**config.mk**
```make
export PLATFORM = sky130hd
export DESIGN_NAME = one_wire_bus_master_unit
export DESIGN_NICKNAME = d
export VERILOG_FILES = /design/src/hw/rtl/owm_pkg.sv /design/src/hw/rtl/owm_core.sv /design/src/hw/rtl/one_wire_bus_master_unit.sv
export SDC_FILE = /design/constraint.sdc
export NUM_CORES = 1
export LEC_CHECK = 0
export BUFFER_PORTS_ARGS = -buffer_cell sky130_fd_sc_hd__buf_2
export CAP_MARGIN = 10
export CORE_MARGIN = 2
export CORE_UTILIZATION = 47
export DETAILED_ROUTE_END_ITERATION = 8
export PLACE_DENSITY = 0.72
export SYNTH_ARGS = -nofsm -noshare
export SYNTH_HDL_FRONTEND = slang
export SYNTH_SLANG_ARGS = --single-unit
export TNS_END_PERCENT = 20
```
**constraint.sdc**
```tcl
create_clock -name aclk -period 15.8 [get_ports aclk]
set_clock_uncertainty 0.2 [all_clocks]
set_input_delay 2.37 -clock aclk [delete_from_list [all_inputs] [get_ports aclk]]
set_output_delay 2.37 -clock aclk [all_outputs]
set_load 0.005 [all_outputs]
```
**src/hw/rtl/owm_pkg.sv**
```systemverilog
package owm_pkg;

    localparam int TIMER_BITS = 10;
    localparam int CFG_W      = 10;
    localparam int CFG_NUM    = 6;
    localparam int CFG_IDX_W  = 3;
    localparam int CMP_W      = ((TIMER_BITS > CFG_W) ? TIMER_BITS : CFG_W) + 1;

    typedef logic [TIMER_BITS-1:0] timer_t;
    typedef logic [CFG_W-1:0]      cfg_t;

    localparam logic [CFG_IDX_W-1:0] CFG_RESET_LOW     = 3'd0;
    localparam logic [CFG_IDX_W-1:0] CFG_PRESENCE_SMPL = 3'd1;
    localparam logic [CFG_IDX_W-1:0] CFG_SLOT_LOW      = 3'd2;
    localparam logic [CFG_IDX_W-1:0] CFG_SLOT          = 3'd3;
    localparam logic [CFG_IDX_W-1:0] CFG_RECOVERY      = 3'd4;
    localparam logic [CFG_IDX_W-1:0] CFG_READ_SMPL     = 3'd5;

    localparam cfg_t RESET_LOW_DEFAULT     = 10'd500;
    localparam cfg_t PRESENCE_SMPL_DEFAULT = 10'd60;
    localparam cfg_t SLOT_LOW_DEFAULT      = 10'd2;
    localparam cfg_t SLOT_DEFAULT          = 10'd60;
    localparam cfg_t RECOVERY_DEFAULT      = 10'd1;
    localparam cfg_t READ_SMPL_DEFAULT     = 10'd2;

    localparam logic [7:0] ROM_SKIP_CMD   = 8'hCC;
    localparam logic [7:0] CONVERT_CMD    = 8'h44;
    localparam logic [7:0] READ_SCRATCH   = 8'hBE;

    typedef enum logic [3:0] {
        PH_IDLE,
        PH_RST_LOW,
        PH_RST_WAIT,
        PH_RST_SAMPLE,
        PH_W_LOW,
        PH_W_SLOT,
        PH_W_RECOV,
        PH_R_LOW,
        PH_R_DELAY,
        PH_R_REST
    } phase_t;

    typedef enum logic [1:0] {
        OP_RESET,
        OP_WRITE,
        OP_READ
    } op_t;

    typedef enum logic [2:0] {
        KIND_RESET,
        KIND_WRITE,
        KIND_READ,
        KIND_CONVERT,
        KIND_TEMP
    } kind_t;

    typedef struct packed {
        logic              drive_low;
        logic              busy_res;
        logic              done_res;
        logic              presence;
        logic [7:0]        read_byte;
        logic signed [15:0] temperature_raw;
    } result_t;

    function automatic logic [2:0] seq_len(input logic [2:0] kind);
        logic [2:0] len;
        case (kind)
            KIND_CONVERT: len = 3'd3;
            KIND_TEMP:    len = 3'd4;
            default:      len = 3'd1;
        endcase
        return len;
    endfunction

    function automatic op_t seq_op(input logic [2:0] kind, input logic [1:0] step);
        op_t op;
        case (kind)
            KIND_WRITE:   op = OP_WRITE;
            KIND_READ:    op = OP_READ;
            KIND_CONVERT: op = (step == 2'd0) ? OP_RESET : OP_WRITE;
            KIND_TEMP:    op = (step[1]) ? OP_READ : OP_WRITE;
            default:      op = OP_RESET;
        endcase
        return op;
    endfunction

    function automatic logic [7:0] seq_byte(input logic [2:0] kind, input logic [1:0] step);
        logic [7:0] b;
        b = 8'h00;
        if (kind == KIND_CONVERT) begin
            if (step == 2'd1) begin
                b = ROM_SKIP_CMD;
            end else if (step == 2'd2) begin
                b = CONVERT_CMD;
            end
        end else if (kind == KIND_TEMP) begin
            if (step == 2'd0) begin
                b = ROM_SKIP_CMD;
            end else if (step == 2'd1) begin
                b = READ_SCRATCH;
            end
        end
        return b;
    endfunction

    function automatic logic tick_elapsed(input timer_t t, input cfg_t n);
        return ((CMP_W'(t) + CMP_W'(1)) >= CMP_W'(n)) || (t == '1);
    endfunction

    function automatic phase_t op_phase(input op_t op);
        phase_t ph;
        case (op)
            OP_RESET: ph = PH_RST_LOW;
            OP_WRITE: ph = PH_W_LOW;
            default:  ph = PH_R_LOW;
        endcase
        return ph;
    endfunction

endpackage

```
**src/hw/rtl/owm_core.sv**
```systemverilog
module owm_core (
    input  logic                                aclk,
    input  logic                                aresetn,
    input  logic                                step_en,
    input  logic                                line_level,
    input  logic                                start_req,
    input  logic [2:0]                          kind,
    input  logic [7:0]                          write_byte,
    input  logic                                cfg_we,
    input  logic [owm_pkg::CFG_IDX_W-1:0]       cfg_index,
    input  owm_pkg::cfg_t                       cfg_data,
    output owm_pkg::result_t                    result
);

    owm_pkg::cfg_t   cfg_reg [owm_pkg::CFG_NUM];

    owm_pkg::phase_t phase_reg, phase_next;
    owm_pkg::timer_t timer_reg, timer_next;
    logic [2:0]      bit_idx_reg, bit_idx_next;
    logic [7:0]      shift_reg, shift_next;
    logic [2:0]      step_reg, step_next;
    logic [2:0]      akind_reg, akind_next;
    logic [7:0]      low_held_reg, low_held_next;
    logic            pres_reg, pres_next;
    logic [7:0]      rbyte_reg, rbyte_next;
    logic [15:0]     rword_reg, rword_next;

    always_ff @(posedge aclk) begin
        if (!aresetn) begin
            cfg_reg[owm_pkg::CFG_RESET_LOW]     <= owm_pkg::RESET_LOW_DEFAULT;
            cfg_reg[owm_pkg::CFG_PRESENCE_SMPL] <= owm_pkg::PRESENCE_SMPL_DEFAULT;
            cfg_reg[owm_pkg::CFG_SLOT_LOW]      <= owm_pkg::SLOT_LOW_DEFAULT;
            cfg_reg[owm_pkg::CFG_SLOT]          <= owm_pkg::SLOT_DEFAULT;
            cfg_reg[owm_pkg::CFG_RECOVERY]      <= owm_pkg::RECOVERY_DEFAULT;
            cfg_reg[owm_pkg::CFG_READ_SMPL]     <= owm_pkg::READ_SMPL_DEFAULT;
        end else if (cfg_we && (cfg_index < owm_pkg::CFG_IDX_W'(owm_pkg::CFG_NUM))) begin
            cfg_reg[cfg_index] <= cfg_data;
        end
    end

    always_ff @(posedge aclk) begin
        if (!aresetn) begin
            phase_reg    <= owm_pkg::PH_IDLE;
            timer_reg    <= '0;
            bit_idx_reg  <= '0;
            shift_reg    <= '0;
            step_reg     <= '0;
            akind_reg    <= '0;
            low_held_reg <= '0;
            pres_reg     <= 1'b0;
            rbyte_reg    <= '0;
            rword_reg    <= '0;
        end else if (step_en) begin
            phase_reg    <= phase_next;
            timer_reg    <= timer_next;
            bit_idx_reg  <= bit_idx_next;
            shift_reg    <= shift_next;
            step_reg     <= step_next;
            akind_reg    <= akind_next;
            low_held_reg <= low_held_next;
            pres_reg     <= pres_next;
            rbyte_reg    <= rbyte_next;
            rword_reg    <= rword_next;
        end
    end

    // One bus tick: optional command start, then the current phase, then the
    // end of an operation, which may chain into the next operation of the command.
    always_comb begin
        logic          drive;
        logic          done;
        logic          el;
        logic          end_op;
        logic [1:0]    s;
        owm_pkg::op_t  op;

        phase_next    = phase_reg;
        timer_next    = timer_reg;
        bit_idx_next  = bit_idx_reg;
        shift_next    = shift_reg;
        step_next     = step_reg;
        akind_next    = akind_reg;
        low_held_next = low_held_reg;
        pres_next     = pres_reg;
        rbyte_next    = rbyte_reg;
        rword_next    = rword_reg;
        drive         = 1'b0;
        done          = 1'b0;
        el            = 1'b0;
        end_op        = 1'b0;
        s             = 2'd0;
        op            = owm_pkg::OP_RESET;

        if ((phase_reg == owm_pkg::PH_IDLE) && start_req && (kind <= owm_pkg::KIND_TEMP)) begin
            akind_next   = kind;
            step_next    = 3'd0;
            timer_next   = '0;
            bit_idx_next = 3'd0;
            shift_next   = (kind == owm_pkg::KIND_WRITE) ? write_byte
                                                         : owm_pkg::seq_byte(kind, 2'd0);
            phase_next   = owm_pkg::op_phase(owm_pkg::seq_op(kind, 2'd0));
        end

        unique case (phase_next)
            owm_pkg::PH_RST_LOW: begin
                drive = 1'b1;
                el = owm_pkg::tick_elapsed(timer_next, cfg_reg[owm_pkg::CFG_RESET_LOW]);
                timer_next = el ? '0 : timer_next + 1'b1;
                if (el) begin
                    phase_next = owm_pkg::PH_RST_WAIT;
                end
            end
            owm_pkg::PH_RST_WAIT: begin
                el = owm_pkg::tick_elapsed(timer_next, cfg_reg[owm_pkg::CFG_PRESENCE_SMPL]);
                timer_next = el ? '0 : timer_next + 1'b1;
                if (el) begin
                    phase_next = owm_pkg::PH_RST_SAMPLE;
                end
            end
            owm_pkg::PH_RST_SAMPLE: begin
                if (timer_next == '0) begin
                    pres_next  = ~line_level;
                    timer_next = owm_pkg::timer_t'(1);
                end
                end_op = line_level;
            end
            owm_pkg::PH_W_LOW: begin
                drive = 1'b1;
                el = owm_pkg::tick_elapsed(timer_next, cfg_reg[owm_pkg::CFG_SLOT_LOW]);
                timer_next = el ? '0 : timer_next + 1'b1;
                if (el) begin
                    phase_next = owm_pkg::PH_W_SLOT;
                end
            end
            owm_pkg::PH_W_SLOT: begin
                drive = ~shift_next[bit_idx_next];
                el = owm_pkg::tick_elapsed(timer_next, cfg_reg[owm_pkg::CFG_SLOT]);
                timer_next = el ? '0 : timer_next + 1'b1;
                if (el) begin
                    phase_next = owm_pkg::PH_W_RECOV;
                end
            end
            owm_pkg::PH_W_RECOV: begin
                el = owm_pkg::tick_elapsed(timer_next, cfg_reg[owm_pkg::CFG_RECOVERY]);
                timer_next = el ? '0 : timer_next + 1'b1;
                if (el) begin
                    if (bit_idx_next == 3'd7) begin
                        end_op = 1'b1;
                    end else begin
                        bit_idx_next = bit_idx_next + 3'd1;
                        phase_next   = owm_pkg::PH_W_LOW;
                    end
                end
            end
            owm_pkg::PH_R_LOW: begin
                drive = 1'b1;
                el = owm_pkg::tick_elapsed(timer_next, cfg_reg[owm_pkg::CFG_SLOT_LOW]);
                timer_next = el ? '0 : timer_next + 1'b1;
                if (el) begin
                    phase_next = owm_pkg::PH_R_DELAY;
                end
            end
            owm_pkg::PH_R_DELAY: begin
                el = owm_pkg::tick_elapsed(timer_next, cfg_reg[owm_pkg::CFG_READ_SMPL]);
                timer_next = el ? '0 : timer_next + 1'b1;
                if (el) begin
                    phase_next = owm_pkg::PH_R_REST;
                end
            end
            owm_pkg::PH_R_REST: begin
                if (timer_next == '0) begin
                    shift_next[bit_idx_next] = shift_next[bit_idx_next] | line_level;
                end
                el = owm_pkg::tick_elapsed(timer_next, cfg_reg[owm_pkg::CFG_SLOT]);
                timer_next = el ? '0 : timer_next + 1'b1;
                if (el) begin
                    if (bit_idx_next == 3'd7) begin
                        end_op = 1'b1;
                    end else begin
                        bit_idx_next = bit_idx_next + 3'd1;
                        phase_next   = owm_pkg::PH_R_LOW;
                    end
                end
            end
            default: begin
                phase_next = owm_pkg::PH_IDLE;
            end
        endcase

        if (end_op) begin
            s = step_next[1:0];
            if (owm_pkg::seq_op(akind_next, s) == owm_pkg::OP_READ) begin
                rbyte_next = shift_next;
                if ((akind_next == owm_pkg::KIND_TEMP) && (s == 2'd2)) begin
                    low_held_next = shift_next;
                end
                if ((akind_next == owm_pkg::KIND_TEMP) && (s == 2'd3)) begin
                    rword_next = {shift_next, low_held_next};
                end
            end
            step_next = step_next + 3'd1;
            if (((akind_next == owm_pkg::KIND_CONVERT) && (step_next == 3'd1) && !pres_next) ||
                (step_next >= owm_pkg::seq_len(akind_next))) begin
                phase_next = owm_pkg::PH_IDLE;
                timer_next = '0;
                done       = 1'b1;
            end else begin
                op           = owm_pkg::seq_op(akind_next, step_next[1:0]);
                timer_next   = '0;
                bit_idx_next = 3'd0;
                shift_next   = owm_pkg::seq_byte(akind_next, step_next[1:0]);
                phase_next   = owm_pkg::op_phase(op);
            end
        end

        result.drive_low       = drive;
        result.busy_res        = (phase_next != owm_pkg::PH_IDLE);
        result.done_res        = done;
        result.presence        = pres_next;
        result.read_byte       = rbyte_next;
        result.temperature_raw = rword_next;
    end

endmodule

```
**src/hw/rtl/one_wire_bus_master_unit.sv**
```systemverilog
// Path: an accepted beat is captured in the input stage, then its result is
// written to the result register once the result side is not stalled.
// Throughput: one beat per clock cycle unless m_ready stalls the output, set by
// the single input stage and result register around the per-tick phase logic.
// Reset: synchronous, active low; both channels empty, phase idle, core status
// cleared, timing registers at their defaults; the result register is not reset.
module one_wire_bus_master_unit (
    input  logic                            aclk,
    input  logic                            aresetn,
    input  logic                            s_valid,
    output logic                            s_ready,
    input  logic                            s_line_level,
    input  logic                            s_start_req,
    input  logic [2:0]                      s_kind,
    input  logic [7:0]                      s_write_byte,
    output logic                            m_valid,
    input  logic                            m_ready,
    output logic                            m_drive_low,
    output logic                            m_busy_res,
    output logic                            m_done_res,
    output logic                            m_presence,
    output logic [7:0]                      m_read_byte,
    output logic signed [15:0]              m_temperature_raw,
    input  logic                            cfg_we,
    input  logic [owm_pkg::CFG_IDX_W-1:0]   cfg_index,
    input  logic [owm_pkg::CFG_W-1:0]       cfg_data
);

    logic             in_valid_reg;
    logic             in_line_reg;
    logic             in_start_reg;
    logic [2:0]       in_kind_reg;
    logic [7:0]       in_byte_reg;
    logic             out_valid_reg;
    owm_pkg::result_t out_reg;
    owm_pkg::result_t step_result;
    logic             advance;

    assign advance = in_valid_reg && (!out_valid_reg || m_ready);
    assign s_ready = !in_valid_reg || advance;

    always_ff @(posedge aclk) begin
        if (!aresetn) begin
            in_valid_reg  <= 1'b0;
            out_valid_reg <= 1'b0;
        end else begin
            if (s_ready) begin
                in_valid_reg <= s_valid;
            end
            if (advance) begin
                out_valid_reg <= 1'b1;
            end else if (m_ready) begin
                out_valid_reg <= 1'b0;
            end
        end
    end

    always_ff @(posedge aclk) begin
        if (s_valid && s_ready) begin
            in_line_reg  <= s_line_level;
            in_start_reg <= s_start_req;
            in_kind_reg  <= s_kind;
            in_byte_reg  <= s_write_byte;
        end
        if (advance) begin
            out_reg <= step_result;
        end
    end

    owm_core u_core (
        .aclk       (aclk),
        .aresetn    (aresetn),
        .step_en    (advance),
        .line_level (in_line_reg),
        .start_req  (in_start_reg),
        .kind       (in_kind_reg),
        .write_byte (in_byte_reg),
        .cfg_we     (cfg_we),
        .cfg_index  (cfg_index),
        .cfg_data   (cfg_data),
        .result     (step_result)
    );

    assign m_valid           = out_valid_reg;
    assign m_drive_low       = out_reg.drive_low;
    assign m_busy_res        = out_reg.busy_res;
    assign m_done_res        = out_reg.done_res;
    assign m_presence        = out_reg.presence;
    assign m_read_byte       = out_reg.read_byte;
    assign m_temperature_raw = out_reg.temperature_raw;

endmodule
```
==> metrics.log, run 1 <==
[metrics] max-slew violations: 0
[metrics] result of the run: complete, no violations
[metrics] worst rel slew slack: 0.210
[metrics] portion of total power attributed to sequential cells: 0.488
[metrics] max-capacitance violation count: 0
[metrics] count of flip-flops with a built-in enable after synthesis: 101
[metrics] Post-Route WL: 22900 µm
[metrics] leakage: 4.37 nW
[metrics] clock group share of total power: 0.417
[metrics] unrepaired setup endpoints after global routing: false
[metrics] Peak Freq: 0.159 GHz
[metrics] via count of the first global-routing pass: 6929
[metrics] die width: 146 µm
[metrics] worst slack after detailed placement: 9620 ps
[metrics] main flop type after synthesis: sky130_fd_sc_hd__edfxtp_1
[metrics] cells traversed along the worst timing path: nor3b_1 > nand3_1 > buf_4 > nand2_1 > inv_1 > ha_1 > nand3_1 > inv_1 > nand3_1 > xor2_1 > nor2_1 > ha_1 > a211oi_1 > o211ai_1 > a311o_1 > a32oi_4 > and2_1 > nor2_2 > mux2_2
[metrics] detailed placer's ending HPWL: 16100 µm
[metrics] accumulated negative setup slack: 0 ps
[metrics] total setup buffers inserted after CTS: 0
[metrics] Layout Area Growth over Synthesis: 12.0%
[metrics] fraction of the yosys area taken by sequential cells: 0.460
[metrics] worst setup path category: reg -> reg
[metrics] Core Region: 19600 µm²
[metrics] Crit Path Max Fanout: 23
[metrics] Avg Vias per Cell: 5.74
[metrics] GR Overflow Total: 0
[metrics] flop and latch count out of synthesis: 167
[metrics] required time reported for the critical path endpoint: 15800 ps
[metrics] top post-synthesis cells by area: sky130_fd_sc_hd__edfxtp_1 (32%), sky130_fd_sc_hd__dfxtp_1 (14%), sky130_fd_sc_hd__ha_1 (9.4%), sky130_fd_sc_hd__nand2_1 (4.0%), sky130_fd_sc_hd__a21oi_1 (3.6%)
[metrics] total number of H-tree levels: 4
[metrics] first-pass detailed-route iteration total: 5
[metrics] number of sinks driven by the clock tree: 167
[metrics] Synth cell types: 77
[metrics] data arrival time at the worst-slack endpoint: 6290 ps
[metrics] count of instances resized after the clock tree is built: 0
[metrics] routability congestion estimate from global placement: 0.926
[metrics] Worst path slowest cell: sky130_fd_sc_hd__nor3b_1
[metrics] warnings from Yosys: 0
[metrics] Total GRT Usage: 0.218
[metrics] area enclosed by the die boundary: 21300 µm²
[metrics] Initial Utilization: 0.483
[metrics] share of the cycle needed by the critical path after routing: 0.398
[metrics] maximum single-stage delay on the critical path: 650 ps
[metrics] Switch Pwr: 277 µW
[metrics] FP Rows: 51
[metrics] critical path launch point type: flop
[metrics] post-detailed-route count of antenna-violating nets: 0
[metrics] TritonCTS buffer count: 17
[metrics] number of buffers inserted for hold repair after clock tree synthesis: 0
[metrics] most frequent standard cell in the layout excluding fill and tap cells: sky130_fd_sc_hd__edfxtp_1
[metrics] leading cell types in the layout, fill and taps excluded: sky130_fd_sc_hd__edfxtp_1 (101), sky130_fd_sc_hd__nand2_1 (100), sky130_fd_sc_hd__nor2_1 (85)
[metrics] flip-flop count of the largest register after layout: 60
[metrics] worst-case clock buffer depth: 2
[metrics] Crit. End Element: flop
[metrics] routed length per placed instance: 17.5 µm
[metrics] net total in the final layout: 1133
[metrics] source-to-sink clock delay at the later pin of the worst-skew pair: 450 ps
[metrics] internal power: 723 µW
[metrics] library cell occupying the most area in the post-synthesis netlist: sky130_fd_sc_hd__edfxtp_1
[metrics] worst hold slack after final layout: 260 ps
[metrics] maximum vdd ir drop: 0.0000692 V
[metrics] Overall Power: 1.00 mW
[metrics] Worst path most repeated cell: sky130_fd_sc_hd__nand3_1
[metrics] Cell Pwr Density: 94.3 nW/µm²
[metrics] maximum number of pins on one net before global-route repair: 54
[metrics] CTS tree: built
[metrics] average instance area after synthesis: 9.64 µm²
[metrics] final count of negative-setup-slack endpoints: 0
[metrics] final hold violation count: 0
[metrics] smallest setup slack after layout: 9510 ps
[metrics] worst-margin pin slew: 1180 ps
[metrics] class of the tightest hold or removal check: reg -> reg
[metrics] Switching Fraction: 0.277
[metrics] fraction of registers with async set or reset after synthesis: 0
[metrics] Cells after Synth: 982
[metrics] io pins: 61
[metrics] clk slew on worst S/H paths: 70 ps
[metrics] DRC Markers: 0
[metrics] clk root buf: sky130_fd_sc_hd__clkbuf_16
[metrics] FILL cells: 1725
[metrics] clock period minus final worst setup slack: 6290 ps
[metrics] ant diodes: 0
[metrics] drt first-iter violations: 725
[metrics] number of antenna violations at the first check in global routing: 0
[metrics] global-route wire length before repair: 36800 µm
[metrics] post-synthesis instance area: 9470 µm²
[metrics] synthesized net count: 1084
[metrics] count of buffers from port buffering: 60
[metrics] power share of the combinational group: 0.095
[metrics] fraction of synthesized cell area taken by the top area cell type: 0.320
[metrics] proportion of layout cells with a drive suffix above 1: 0.133
[metrics] count of vias placed by the detailed router: 7509
[metrics] chip height: 146 µm
-- Yosys cell counts, types with 4 or more instances --
library cell and n:
sky130_fd_sc_hd__and2_1 16, sky130_fd_sc_hd__o21ai_0 58, sky130_fd_sc_hd__and3_1 10, sky130_fd_sc_hd__mux2_2 16
sky130_fd_sc_hd__nor2_1 85, sky130_fd_sc_hd__o211ai_1 11, sky130_fd_sc_hd__nor3_1 14, sky130_fd_sc_hd__edfxtp_1 101
sky130_fd_sc_hd__a2111oi_0 4, sky130_fd_sc_hd__o31ai_1 4, sky130_fd_sc_hd__a211o_1 5, sky130_fd_sc_hd__ha_1 71
sky130_fd_sc_hd__a211oi_1 9, sky130_fd_sc_hd__buf_2 5, sky130_fd_sc_hd__nand2b_1 12, sky130_fd_sc_hd__nand2_1 100
sky130_fd_sc_hd__a21boi_0 5, sky130_fd_sc_hd__a311oi_1 4, sky130_fd_sc_hd__a22oi_1 4, sky130_fd_sc_hd__clkbuf_1 30
sky130_fd_sc_hd__nand4_1 6, sky130_fd_sc_hd__dfxtp_1 66, sky130_fd_sc_hd__a22o_1 6, sky130_fd_sc_hd__mux2i_1 25
sky130_fd_sc_hd__a31oi_1 13, sky130_fd_sc_hd__nor4_1 5, sky130_fd_sc_hd__nand3_1 41, sky130_fd_sc_hd__inv_1 82
sky130_fd_sc_hd__nor2b_1 14, sky130_fd_sc_hd__o21a_1 5, sky130_fd_sc_hd__a21oi_1 68, sky130_fd_sc_hd__xor2_1 7
-- worst max-delay path, delay by kind of cell (launching register included) --
family	cells	cell delay (ps)
xor gates and xnor gates	1	80
DFF	1	460
AOI/OAI and AO/OA	4	1360
and+or+nand+nor	8	2420
muxes	1	340
adders and majority gates	2	640
buffers and inverters	3	510
-- worst paths after layout --
kind / from / endpoint / slack (ps) / cells after the start
worst min-delay path: u_core.rbyte_reg[4] / u_core.rbyte_reg[4] / 260 / 2
worst max-delay path: u_core.phase_reg[0] / m_read_byte[6] / 9510 / 19
worst min register to register: u_core.rbyte_reg[4] / u_core.rbyte_reg[4] / 260 / 2
worst max register to register: u_core.phase_reg[0] / m_read_byte[6] / 9510 / 19
-- cells by family after synthesis --
group                    Yosys count  synth area share
buffers and inverters            125            0.0522
multiplexers                      43            0.0502
AO/OA/AOI/OAI                    240             0.170
flip-flops                       167             0.460
adder cells (fa/ha/maj)           71            0.0938
XOR/XNOR                          10           0.00925
AND/OR/NAND/NOR                  326             0.164
-- power by group through the flow --
stage	clock (mW)	combinational (mW)	sequential [mW]
floorplan	0	0.0646	0.494
finish	0.417	0.0953	0.488
global route	0.439	0.105	0.490
detailed placement	0	0.0929	0.498
global placement	0	0.0922	0.497
CTS	0.420	0.0940	0.488
-- metal layers --
layer / vias up / GRT usage / share of wire
li1: 3676 / - / -
met1: 3577 / 0.311 / 0.47
met2: 223 / 0.337 / 0.46
met3: 33 / 0.0398 / 0.054
met4: 0 / 0.0701 / 0.019
met5: - / 0 / 0
-- area by class of cell --
type                    instances  area (µm²)  share of cell area
multi-input cells             690        4620               0.436
flip-flops and latches        167        4350               0.411
clock buffers                  17         425              0.0401
repair buffers                 71         383              0.0361
well taps                     265         332              0.0313
inverters                      84         315              0.0297
clock inverters                15         178              0.0168
-- per-stage QoR --
stage                     utilization  instance area (µm²)  std cells
after detailed placement        0.511                10000       1277
after CTS                       0.541                10600       1309
after global placement          0.511                10000       1277
after global routing            0.541                10600       1309
after floorplan                     -                 9470        982
final                           0.541                10600       1309
No activity file was read; power rests on OpenSTA's default activity.
==> inputs of run 2 (changes only) <==
--- a/config.mk
+++ b/config.mk
@@ -5,6 +5,7 @@
 export SDC_FILE = /design/constraint.sdc
 export NUM_CORES = 1
 export LEC_CHECK = 0
+export ABC_AREA = 1
 export BUFFER_PORTS_ARGS = -buffer_cell sky130_fd_sc_hd__buf_2
 export CAP_MARGIN = 10
 export CORE_MARGIN = 2
==> constraint.sdc (replaced) <==
create_clock -name aclk -period 5.8 [get_ports aclk]
set_clock_uncertainty 0.2 [all_clocks]
set_input_delay 0.87 -clock aclk [delete_from_list [all_inputs] [get_ports aclk]]
set_output_delay 0.87 -clock aclk [all_outputs]
set_load 0.005 [all_outputs]
==> metrics.log, run 2 <==
[metrics] result of the run: complete, no violations (unchanged)
[metrics] Crit. path cell count: 28 (was 19)
[metrics] total number of H-tree levels: 4 (unchanged)
[metrics] clk slew on worst S/H paths: 80 ps (was 70 ps)
[metrics] leakage: 5.74 nW (was 4.37 nW)
[metrics] Core Region: 21000 µm² (was 19600 µm²)
[metrics] fraction of synthesized cell area taken by the top area cell type: 0.300 (was 0.320)
[metrics] fraction of registers with async set or reset after synthesis: 0 (unchanged)
[metrics] Cells after Synth: 1341 (was 982)
[metrics] Crit path buffers/inverters: 4 (was 3)
[metrics] flop and latch count out of synthesis: 167 (unchanged)
[metrics] Crit Path Max Fanout: 33 (was 23)
[metrics] source-to-sink clock delay at the later pin of the worst-skew pair: 450 ps (about the same)
[metrics] count of instances resized after the clock tree is built: 0 (unchanged)
[metrics] Cell Pwr Density: 267 nW/µm² (was 94.3 nW/µm²)
[metrics] class of the tightest hold or removal check: reg -> reg (unchanged)
[metrics] flip-flop count of the largest register after layout: 60 (unchanged)
[metrics] main flop type after synthesis: sky130_fd_sc_hd__edfxtp_1 (unchanged)
[metrics] Total GRT Usage: 0.230 (was 0.218)
[metrics] first-pass detailed-route iteration total: 5 (unchanged)
[metrics] footprint of the multi-input gates: 4640 µm² (was 4620 µm²)
[metrics] net total in the final layout: 1499 (was 1133)
[metrics] leading cell types in the layout, fill and taps excluded: sky130_fd_sc_hd__nand2_1 (330), sky130_fd_sc_hd__inv_1 (235), sky130_fd_sc_hd__nor2_1 (160) (was sky130_fd_sc_hd__edfxtp_1 (101), sky130_fd_sc_hd__nand2_1 (100), sky130_fd_sc_hd__nor2_1 (85))
[metrics] average instance area after synthesis: 7.53 µm² (was 9.64 µm²)
[metrics] critical path launch point type: flop (unchanged)
[metrics] met3 WL: 1760 µm (was 1240 µm)
[metrics] max-slew violations: 0 (unchanged)
[metrics] library cell occupying the most area in the post-synthesis netlist: sky130_fd_sc_hd__edfxtp_1 (unchanged)
[metrics] share of the cycle needed by the critical path after routing: 0.819 (was 0.398)
[metrics] final hold violation count: 0 (unchanged)
[metrics] detailed placer's ending HPWL: 18000 µm (was 16100 µm)
[metrics] accumulated negative setup slack: 0 ps (unchanged)
[metrics] final count of negative-setup-slack endpoints: 0 (unchanged)
[metrics] Synth cell types: 40 (was 77)
[metrics] die width: 151 µm (was 146 µm)
[metrics] most frequent cell after synthesis: sky130_fd_sc_hd__nand2_1 (was sky130_fd_sc_hd__edfxtp_1)
[metrics] via count of the first global-routing pass: 8206 (was 6929)
[metrics] worst rel slew slack: 0.389 (was 0.210)
[metrics] synthesized net count: 1443 (was 1084)
[metrics] worst setup path category: reg -> reg (unchanged)
[metrics] top cells by count, synth: sky130_fd_sc_hd__nand2_1 (330), sky130_fd_sc_hd__inv_1 (236), sky130_fd_sc_hd__nor2_1 (160) (was sky130_fd_sc_hd__edfxtp_1 (101), sky130_fd_sc_hd__nand2_1 (100), sky130_fd_sc_hd__nor2_1 (85))
[metrics] logic depth of the worst register-to-register path: 28 (was 19)
[metrics] Crit. End Element: flop (unchanged)
[metrics] routability congestion estimate from global placement: 0.946 (was 0.926)
[metrics] required time reported for the critical path endpoint: 5980 ps (was 15800 ps)
[metrics] unrepaired setup endpoints after global routing: false (unchanged)
[metrics] maximum single-stage delay on the critical path: 450 ps (was 650 ps)
[metrics] most frequent standard cell in the layout excluding fill and tap cells: sky130_fd_sc_hd__nand2_1 (was sky130_fd_sc_hd__edfxtp_1)
[metrics] chip height: 151 µm (was 146 µm)
[metrics] drt first-iter violations: 710 (was 725)
[metrics] count of vias placed by the detailed router: 8734 (was 7509)
[metrics] maximum number of pins on one net before global-route repair: 49 (was 54)
[metrics] length of routed wiring on met1: 11500 µm (was 10700 µm)
[metrics] DRC Markers: 0 (unchanged)
[metrics] number of antenna violations at the first check in global routing: 0 (unchanged)
[metrics] area enclosed by the die boundary: 22700 µm² (was 21300 µm²)
[metrics] Top Metal Used: met4 (unchanged)
[metrics] post-synthesis instance area: 10100 µm² (was 9470 µm²)
[metrics] wire length on met2: 11300 µm (was 10500 µm)
[metrics] fraction of the yosys area taken by sequential cells: 0.431 (was 0.460)
[metrics] top post-synthesis cells by area: sky130_fd_sc_hd__edfxtp_1 (30%), sky130_fd_sc_hd__dfxtp_1 (13%), sky130_fd_sc_hd__nand2_1 (12%), sky130_fd_sc_hd__ha_1 (8.8%), sky130_fd_sc_hd__inv_1 (8.8%) (was sky130_fd_sc_hd__edfxtp_1 (32%), sky130_fd_sc_hd__dfxtp_1 (14%), sky130_fd_sc_hd__ha_1 (9.4%), sky130_fd_sc_hd__nand2_1 (4.0%), sky130_fd_sc_hd__a21oi_1 (3.6%))
[metrics] post-detailed-route count of antenna-violating nets: 0 (unchanged)
[metrics] total setup buffers inserted after CTS: 0 (unchanged)
[metrics] worst-case clock buffer depth: 2 (unchanged)
[metrics] count of flip-flops with a built-in enable after synthesis: 101 (unchanged)
[metrics] count of buffers from port buffering: 60 (unchanged)
[metrics] worst-margin pin slew: 912 ps (was 1180 ps)
[metrics] routed length per placed instance: 14.8 µm (was 17.5 µm)
[metrics] Peak Freq: 0.210 GHz (was 0.159 GHz)
[metrics] cell family with the largest share of critical-path delay: simple AND/OR/NAND/NOR gates (unchanged)
[metrics] Worst path slowest cell: sky130_fd_sc_hd__edfxtp_1 (was sky130_fd_sc_hd__nor3b_1)
[metrics] Min-Delay Path Depth: 2 (unchanged)
[metrics] Post-Route WL: 25000 µm (was 22900 µm)
[metrics] io pins: 61 (unchanged)
[metrics] GR Overflow Total: 0 (unchanged)
[metrics] FILL cells: 1932 (was 1725)
[metrics] CTS tree: built (unchanged)
[metrics] max-capacitance violation count: 0 (unchanged)
[metrics] Worst path most repeated cell: sky130_fd_sc_hd__nand2_1 (was sky130_fd_sc_hd__nand3_1)
[metrics] sequential cell area: 4350 µm² (unchanged)
[metrics] Layout Area Growth over Synthesis: 11.8% (was 12.0%)
[metrics] global-route wire length before repair: 40600 µm (was 36800 µm)
[metrics] Avg Vias per Cell: 5.18 (was 5.74)
[metrics] warnings from Yosys: 0 (unchanged)
[metrics] number of sinks driven by the clock tree: 167 (unchanged)
[metrics] ant diodes: 0 (unchanged)
[metrics] number of buffers inserted for hold repair after clock tree synthesis: 0 (unchanged)
[metrics] Overall Power: 3.01 mW (was 1.00 mW)
[metrics] proportion of layout cells with a drive suffix above 1: 0.114 (was 0.133)
[metrics] clock period minus final worst setup slack: 4750 ps (was 6290 ps)
[metrics] TritonCTS buffer count: 17 (unchanged)
[metrics] FP Rows: 53 (was 51)
[metrics] maximum vdd ir drop: 0.000174 V (was 0.0000692 V)
[metrics] clk root buf: sky130_fd_sc_hd__clkbuf_16 (unchanged)
[metrics] Initial Utilization: 0.480 (was 0.483)
[metrics] data arrival time at the worst-slack endpoint: 4940 ps (was 6290 ps)
## run 2: report_power, final
part	internal [mW]	switching [mW]
Clock	0.601	0.600
Combinational	0.143	0.314
Sequential	1.33	0.0287
Total	2.07	0.943
## run 2: path summary, 6_finish.rpt
check                                         start                   to  slack (ps)
worst min-delay path            u_core.shift_reg[6]  u_core.shift_reg[6]         270
worst min register to register  u_core.shift_reg[6]  u_core.shift_reg[6]         270
worst max-delay path                 in_kind_reg[0]  u_core.rword_reg[0]        1050
worst max register to register       in_kind_reg[0]  u_core.rword_reg[0]        1050
## run 2: area by class of cell
| type | count | share of cell area |
|---|---|---|
| Multi-Input combinational cell | 892 | 0.411 |
| Timing Repair Buffer | 69 | 0.0326 |
| Sequential cell | 167 | 0.386 |
| Inverter | 250 | 0.0832 |
| Clock inverter | 15 | 0.0192 |
| Tap cell | 275 | 0.0305 |
| Clock buffer | 17 | 0.0377 |
## run 2: cell families (layout without fill, tap and decap cells)
kind of cell             Yosys count  count (layout)  synth area share
adder cells (fa/ha/maj)           71              71            0.0880
XOR/XNOR                           6               6           0.00521
flip-flops                       167             167             0.431
AO/OA/AOI/OAI                    190             190             0.103
buffers and inverters            282             351             0.109
AND/OR/NAND/NOR                  625             625             0.263
## run 2: per-layer routing
metal / vias to the layer above / global-route usage
met1: 4005 / 0.318
met5: - / 0
li1: 4394 / -
met4: 0 / 0.0651
met2: 293 / 0.371
met3: 42 / 0.0421
## run 2: metrics by stage
stage	instance area [µm²]	cells	utilization	worst slack, ps	hold slack [ps]
floorplan	10100	1341	-	1310	245
global placement	10600	1653	0.506	1300	253
detailed placement	10600	1653	0.506	1110	256
CTS	11300	1685	0.537	1060	267
global route	11300	1685	0.537	557	314
finish	11300	1685	0.537	1050	268
## run 2: worst reg2reg max path: cells and delay by family, from the launching register on
kind / cells / cell delay (ps)
xor gates and xnor gates: 1 / 150
AOI/OAI and AO/OA: 3 / 520
adders and majority gates: 2 / 470
and+or+nand+nor: 18 / 2370
buffers and inverters: 4 / 550
DFF: 1 / 450
